`src/sv/mttt_pkg.sv`:
```
// Shared command and status types for the tournament tree controller and datapath.
package mttt_pkg;

    localparam int ITEM_BITS  = 8;
    localparam int TIME_BITS  = 32;
    localparam int TDATA_BITS = 40;
    localparam int CALC_BITS  = 12;

    typedef struct packed {
        logic clr_step;
        logic load;
        logic write_leaf;
        logic climb;
        logic emit;
    } dp_cmd_t;

    typedef struct packed {
        logic clr_last;
        logic at_top;
        logic in_range;
        logic out_free;
    } dp_sts_t;

endpackage

```
`src/sv/mttt_ctrl.sv`:
```
// Controller state machine that sequences clearing, leaf writes, tree climbs and result output.
module mttt_ctrl (
    input  logic              aclk,
    input  logic              aresetn,
    input  logic              s_tvalid,
    output logic              s_tready,
    input  mttt_pkg::dp_sts_t sts,
    output mttt_pkg::dp_cmd_t cmd
);
    import mttt_pkg::*;

    typedef enum logic [4:0] {
        ST_CLEAR = 5'b00001,
        ST_IDLE  = 5'b00010,
        ST_WRITE = 5'b00100,
        ST_CLIMB = 5'b01000,
        ST_EMIT  = 5'b10000
    } state_t;

    state_t state_reg;
    state_t state_next;

    always_ff @(posedge aclk) begin
        if (!aresetn) begin
            state_reg <= ST_CLEAR;
        end else begin
            state_reg <= state_next;
        end
    end

    always_comb begin
        cmd        = '0;
        state_next = state_reg;
        case (state_reg)
            ST_CLEAR: begin
                cmd.clr_step = 1'b1;
                if (sts.clr_last) begin
                    state_next = ST_IDLE;
                end
            end
            ST_IDLE: begin
                if (s_tvalid) begin
                    cmd.load   = 1'b1;
                    state_next = sts.in_range ? ST_WRITE : ST_EMIT;
                end
            end
            ST_WRITE: begin
                cmd.write_leaf = 1'b1;
                state_next     = ST_CLIMB;
            end
            ST_CLIMB: begin
                cmd.climb = 1'b1;
                if (sts.at_top) begin
                    if (sts.out_free) begin
                        cmd.emit   = 1'b1;
                        state_next = ST_IDLE;
                    end else begin
                        state_next = ST_EMIT;
                    end
                end
            end
            ST_EMIT: begin
                if (sts.out_free) begin
                    cmd.emit   = 1'b1;
                    state_next = ST_IDLE;
                end
            end
            default: begin
                state_next = ST_CLEAR;
            end
        endcase
    end

    assign s_tready = (state_reg == ST_IDLE);

endmodule

```
`config.mk`:
```
export PLATFORM = sky130hd
export DESIGN_NAME = mttt_ctrl
export DESIGN_NICKNAME = d
export VERILOG_FILES = /design/src/sv/mttt_pkg.sv /design/src/sv/mttt_ctrl.sv
export SDC_FILE = /design/constraint.sdc
export NUM_CORES = 1
export LEC_CHECK = 0
export BUFFER_PORTS_ARGS = -buffer_cell sky130_fd_sc_hd__buf_4
export CAP_MARGIN = 20
export CORE_AREA = 2 2 39 41
export DETAILED_ROUTE_END_ITERATION = 16
export DIE_AREA = 0 0 41 43
export SETUP_SLACK_MARGIN = 0.15
export SYNTH_ARGS = -nofsm -noshare
export SYNTH_HDL_FRONTEND = slang
export SYNTH_SLANG_ARGS = --single-unit
```
`constraint.sdc`:
```
create_clock -name aclk -period 1.85 [get_ports aclk]
set_input_delay 0.185 -clock aclk [delete_from_list [all_inputs] [get_ports aclk]]
set_output_delay 0.185 -clock aclk [all_outputs]
set_load 0.05 [all_outputs]
```
* Yosys cells after proc, flatten, opt, wreduce, memory -nomap -nowiden
Cells that the tools add are included.
** Word-level totals
- Bits in registers :: 5
- Output and inout port bits :: 6
- Word-level logic and storage cells :: 26
** Cells by class
- Eq/ne operators :: 9
- Multiplexer cells :: 15
- Reductions and logical operators :: 1
** Operators with widths (count)
- $mux 5 :: 6
- $pmux 5 s5 :: 1
- $ne 2x2->1 const B :: 4
- $mux 1 :: 7
- $eq 5x1->1 const B :: 1
- $eq 5x2->1 const B :: 1
- $eq 5x3->1 const B :: 1
- $eq 5x4->1 const B :: 1
- $eq 5x5->1 const B :: 1
- $reduce_and 4->1 :: 1
- $pmux 1 s2 :: 1

* Depth between registers and ports, before layout
Gate-level depths: netlist of the first run.
- Depth in word-level cells :: 3
- Gate-level depth with buffers :: 5

* Worst setup path before layout of the first run
Ideal clock, no wire load.
- Path kind :: register -> output
- Start :: reg state_reg[4]
- End :: out cmd[3] in the netlist's numbering
- Data arrival time :: 2570 ps
- Required time :: 1665 ps
- Setup slack :: -905 ps
- Cell stages (with the launch flop) :: 4
- Buffers on the path :: 0
- Path through :: dfxtp_1 > or3_4 > nor3b_1 > and2_1
** RTL lines
- from (decl) :: RTL line mttt_ctrl.sv:20 : state_t state_reg;
- from (signal assigned) :: RTL line mttt_ctrl.sv:27 : state_reg <= state_next;
- to (decl) :: RTL line mttt_ctrl.sv:8 : output mttt_pkg::dp_cmd_t cmd

==> flow_metrics.py, run 1 <==
metrics = {
    "die": {
        "dieArea_sq_um": 1760,
        "die_h_microns": 43,
        "rows": 14,
        "die_w_microns": 41,
        "ios": 13,
        "coreArea_sq_um": 1380,
        "start_util_pct": 29.4,
    },
    "yosys": {
        "synthAdderAreaFrac_pct": 0,
        "ys_seq_area_share_pct": 24.6,
        "yosys_warnings": 0,
        "synth_mux_area_share_pct": 0,
        "syn_nets": 57,
        "synth_compound_gate_area_share_pct": 23.1,
        "synth_cell_types": 31,
        "synth-seq-cells": 5,
        "synthSimpleGateAreaFrac_pct": 44.9,
        "synthFlopType": "dfxtp_1",
        "syn_area_sq_um": 407,
        "synth_top_family_by_area": "simple AND/OR/NAND/NOR gates",
        "synth-edff-count": 0,
        "syn_inst": 50,
        "async_flop_share_pct": 0,
        "syn_area_per_cell_sq_um": 8.13,
        "synth_xor_area_share_pct": 2.15,
    },
    "final_layout": {
        "area_growth_pct": 59.4,
        "fillers": 133,
        "seq_area_sq_um": 109,
        "mostFrequentLayoutCells": "buf_4, nor2_1, o21ai_0, clkbuf_4",
        "largest_reg_flops": 5,
        "drive_gt1_share_pct": 47.9,
        "multi_input_area_sq_um": 320,
        "nNetsFinal": 79,
        "antennaDiodeCount": 0,
        "final_common_cell": "buf_4",
    },
    "place": {
        "port_buffers": 12,
        "place_ws_ps": 136,
        "hpwl_microns": 799,
        "gp_congestion": 0.804,
    },
    "grt": {
        "grt_pass1_wl_mm": 1.70,
        "grt_start_max_net_pins": 10,
        "antenna_found_initial": 0,
        "overflow": 0,
        "grt_pass1_vias": 405,
        "gr-usage-all-layers_pct": 14.2,
    },
    "power": {
        "power_density_nw_per_um2": 1150,
        "intPower_mw": 0.429,
        "p_comb_share_pct": 62.8,
        "pwr-share-clk_pct": 16.8,
        "vdd_drop_max_v": 0.000416,
        "power_mw": 0.748,
        "p_leak_nw": 0.265,
        "switching_share_pct": 42.6,
        "seqPwrFrac_pct": 20.4,
        "p_sw_mw": 0.319,
    },
    "clock_tree": {
        "numCtsBuffers": 3,
        "clock_latency_ps": 240,
        "cts.sinks": 5,
        "cts_buffer_depth": 2,
        "root_buffer": "clkbuf_4",
        "cts-htree-levels": 1,
        "cts_tree": "built",
        "clk_pin_slew_ps": 40,
    },
    "timing": {
        "clock_skew_ps": 4.43,
        "rsz0062_at_grt": "true",
        "fin_crit_sh_pct": 91.5,
        "period_needed_ps": 1690,
        "fin_ws_ps": 158,
        "finalSetupViolCount": 0,
        "holdWs_ps": 185,
        "setup_tns_ps": 0,
        "final_max_slew_viol_count": 0,
        "worst_pin_slew_ps": 369,
        "max_freq_mhz": 591,
        "hold_viol": 0,
        "relSlewSlack_pct": 75.3,
    },
    "setup_path": {
        "critPathCapture": "cmd[3]",
        "critPathBufInv": 1,
        "reg2regPathDepth": 4,
        "endpoint_kind": "output pin",
        "r2r-start": "state_reg[3]$_SDFFE_PN0P_",
        "path_max_fanout": 4,
        "critPathMaxStageDelay_ps": 400,
        "path_cells": "or3_4 -> nor3b_4 -> and2_4 -> buf_8",
        "r2r-end": "state_reg[3]$_SDFFE_PN0P_",
        "worstSetupPathType": "flop to output pin",
        "setup.worst_path.start": "state_reg[3]$_SDFFE_PN0P_",
        "cp.arrival_ps": 1510,
        "cp.required_ps": 1660,
        "critPathSlowestCell": "or3_4",
        "start_kind": "flop",
        "cp.depth": 4,
        "rrSetupSlack_ps": 210,
        "path_delay_family": "simple AND/OR/NAND/NOR gates",
    },
    "detailed_routing": {
        "ant_nets": 0,
        "initialDrtViolationCount": 7,
        "routed_wl_mm": 1.08,
        "avgRoutedWirePerCell_microns": 12.4,
        "viasPerCell": 5.08,
        "drc": 0,
        "vias": 442,
        "drt_first_pass_iters": 4,
    },
    "hold_path": {
        "hp-class": "input pin to flop",
    },
    "run": {
        "cap_violations": 0,
    },
    "status": {
        "run_status": "complete, no violations",
    },
}
## metal layers
| layer | global-route usage [%] | wire, microns |
|---|---|---|
| met5 | 0 | 0 |
| met4 | 8.00 | 19 |
| met3 | 1.57 | 36 |
| met2 | 21.3 | 524 |
| met1 | 18.7 | 498 |
## power groups by stage
stage / sequential [mW] / clock, mW / combinational [mW]
2_1_floorplan: 0.141 / 0 / 0.341
3_3_place_gp: 0.155 / 0 / 0.455
3_5_place_dp: 0.154 / 0 / 0.453
4_1_cts: 0.152 / 0.131 / 0.466
5_1_grt: 0.156 / 0.138 / 0.503
6_report: 0.153 / 0.126 / 0.469
## area by class of cell
| class | count | share of cell area [%] |
|---|---|---|
| Multi-Input combinational cell | 40 | 49.4 |
| Timing Repair Buffer | 20 | 25.5 |
| Sequential cell | 5 | 16.8 |
| Clock buffer | 4 | 4.05 |
| Tap cell | 16 | 3.09 |
| Inverter | 2 | 1.16 |
## stage by stage
| stage | util (%) | instances | instance area [sq um] |
|---|---|---|---|
| after floorplan | - | 50 | 442 |
| after global placement | 41.0 | 79 | 568 |
| after detailed placement | 41.0 | 79 | 568 |
| after CTS | 45.5 | 86 | 629 |
| after global routing | 46.8 | 87 | 648 |
| final | 46.8 | 87 | 648 |
## Yosys cell counts, types with 2 or more instances
cell type | count | area share, %
buf_2 | 2 | 2.5
nand4_1 | 2 | 3.1
nand3_1 | 2 | 2.5
o21ai_0 | 4 | 4.9
nor2_1 | 3 | 2.8
a21boi_1 | 2 | 3.7
or3b_1 | 2 | 4.3
and2_1 | 2 | 3.1
dfxtp_1 | 5 | 25
nor3b_1 | 4 | 7.4
inv_1 | 2 | 1.8
## how the worst min path moves through the flow
| stage | startpoint | end | slack (ps) | cells past startpoint |
|---|---|---|---|---|
| 4_1_cts | aresetn | state_reg[3]$_SDFFE_PN0P_ | 180 | 2 |
| 6_report | aresetn | state_reg[3]$_SDFFE_PN0P_ | 190 | 2 |
| 3_5_place_dp | aresetn | state_reg[3]$_SDFFE_PN0P_ | 440 | 2 |
| 3_3_place_gp | aresetn | state_reg[3]$_SDFFE_PN0P_ | 430 | 2 |
| 5_1_grt | aresetn | state_reg[3]$_SDFFE_PN0P_ | 190 | 2 |
| 2_1_floorplan | aresetn | state_reg[3]$_SDFFE_PN0P_ | 300 | 1 |
## repair_timing
item	in CTS	in global routing
cloned	0	0
hold buffers	0	0
pin swaps	3	1
setup buffers	3	1
gates resized for setup	5	5
endpoints found under the setup margin	4	5
## logic make-up (layout without fill, tap and decap cells)
kind of cell / Yosys count / after routing
flops: 5 / 5
xor+xnor: 1 / 1
buf+inv: 5 / 26
simple gates: 26 / 26
compound gates: 13 / 13
Note: power is estimated with default switching activity, not from simulation.
==> run 2, diff against run 1 <==
REMOVE_ABC_BUFFERS = 1   (was not set)
==> run 2 against run 1 <==
Wire length shrank 7.8%; hold slack improved by 2.1 ps; first-iteration DRC count increased by 43%; global-route usage is 1.1 points lower; total power decreased by 7.7%; critical endpoint unchanged; largest power group unchanged.
==> flow_metrics.py, run 2 (synthesis gave the netlist of run 1 again) <==
metrics = {
    "status": {
        "run_status": "complete, no violations",
    },
    "timing": {
        "finalSetupViolCount": 0,
        "worst_pin_slew_ps": 435,
        "final_max_slew_viol_count": 0,
        "relSlewSlack_pct": 70.3,
        "setup_tns_ps": 0,
        "fin_crit_sh_pct": 90.8,
        "max_freq_mhz": 595,
        "hold_viol": 0,
        "rsz0062_at_grt": "true",
        "clock_skew_ps": 6.04,
        "period_needed_ps": 1680,
    },
    "grt": {
        "antenna_found_initial": 0,
        "grt_start_max_net_pins": 13,
        "grt_pass1_wl_mm": 1.52,
        "overflow": 0,
        "gr-usage-all-layers_pct": 13.1,
        "grt_pass1_vias": 375,
    },
    "detailed_routing": {
        "initialDrtViolationCount": 10,
        "ant_nets": 0,
        "routed_wl_microns": 993,
        "drt_first_pass_iters": 4,
        "top_layer": "met3",
        "wl_met3_microns": 56,
        "avgRoutedWirePerCell_microns": 12.0,
        "vias": 437,
        "wl_met2_microns": 470,
        "drc": 0,
        "wl_met1_microns": 466,
        "viasPerCell": 5.27,
    },
    "power": {
        "vdd_drop_max_v": 0.000445,
        "p_leak_nw": 0.239,
        "power_density_nw_per_um2": 1210,
        "power_mw": 0.690,
        "p_sw_mw": 0.289,
        "pwr-share-clk_pct": 18.4,
        "switching_share_pct": 41.9,
        "seqPwrFrac_pct": 23.2,
        "p_comb_share_pct": 58.4,
        "intPower_mw": 0.401,
    },
    "final_layout": {
        "final_cells": 83,
        "largest_reg_flops": 5,
        "fin_util_pct": 41.2,
        "drive_gt1_share_pct": 38.8,
        "final_common_cell": "buf_4",
        "design_area_sq_um": 571,
        "area_growth_pct": 40.3,
        "nNetsFinal": 75,
        "antennaDiodeCount": 0,
        "mostFrequentLayoutCells": "buf_4, o21ai_0",
        "fillers": 147,
    },
    "setup_path": {
        "worstSetupPathType": "flop to output pin",
        "start_kind": "flop",
        "r2r-start": "state_reg[3]$_SDFFE_PN0P_",
        "cp.arrival_ps": 1490,
        "cp.required_ps": 1660,
        "path_max_fanout": 12,
        "reg2regPathDepth": 4,
        "critPathMaxStageDelay_ps": 360,
        "critPathSlowestCell": "dfxtp_2",
        "endpoint_kind": "output pin",
        "path_cells": "or3_4 -> nor3b_2 -> and2_1 -> buf_6",
        "setup.worst_path.start": "state_reg[3]$_SDFFE_PN0P_",
    },
    "clock_tree": {
        "cts_buffer_depth": 2,
        "clock_latency_ps": 240,
        "root_buffer": "clkbuf_4",
        "cts_tree": "built",
        "cts.sinks": 5,
        "numCtsBuffers": 3,
        "cts_setup_buffers": 0,
        "clk_pin_slew_ps": 50,
        "cts-htree-levels": 1,
    },
    "place": {
        "dp.cells": 79,
        "gp_congestion": 0.730,
        "placed_area_sq_um": 533,
        "hpwl_microns": 771,
        "port_buffers": 12,
    },
    "die": {
        "dieArea_sq_um": 1760,
        "ios": 13,
        "start_util_pct": 29.4,
        "die_h_microns": 43,
        "rows": 14,
        "coreArea_sq_um": 1380,
        "die_w_microns": 41,
    },
    "hold_path": {
        "hold_depth": 3,
        "hp-class": "input pin to flop",
        "hp-start": "sts[1]",
    },
    "run": {
        "cap_violations": 0,
    },
}
==> run 2: what timing repair did <==
| item | CTS | global route |
|---|---|---|
| hold buffers | 0 | 0 |
| resized for setup | 3 | 1 |
| endpoints found under the setup margin | 3 | 3 |
==> run 2: routing by layer <==
metal  track usage [%]  vias to the layer above
met5                 0                        -
met1              15.9                      201
met3              6.28                        0
li1                  -                      224
met2              17.8                       12
met4              8.00                        0
==> run 2: metrics by stage <==
step	hold slack [ps]	setup slack, ps
final	187	171
after detailed placement	438	210
after CTS	186	158
after global routing	187	82.4
after floorplan	303	-915
after global placement	439	159
==> run 2: final timing paths <==
check	end	slack, ps
worst max-delay path	cmd[3]	170
worst min register to register	state_reg[2]$_SDFFE_PN0P_	640
worst min-delay path	state_reg[2]$_SDFFE_PN0P_	190
worst max register to register	state_reg[3]$_SDFFE_PN0P_	250
==> run 2: area by class of cell <==
type                       count  area (sq um)  area share, %
tap                           16          20.0           3.51
multi-input combinational     40           290           50.9
clock buffer                   4          26.3           4.61
inverter                       2          7.51           1.32
timing repair buffer          16           124           21.7
sequential                     5           103           18.0
==> run 2: power by group through the flow <==
stage	sequential [mW]	combinational, mW	clock (mW)
4_1_cts	0.158	0.405	0.130
5_1_grt	0.163	0.437	0.137
6_report	0.160	0.403	0.127
3_3_place_gp	0.158	0.401	0
3_5_place_dp	0.157	0.400	0
2_1_floorplan	0.168	0.271	0
==> run 2: critical path, delay by kind of cell, from the launching register on <==
family | cells | cell delay [ps]
DFF | 1 | 360
buffers and inverters | 1 | 160
and+or+nand+nor | 3 | 730
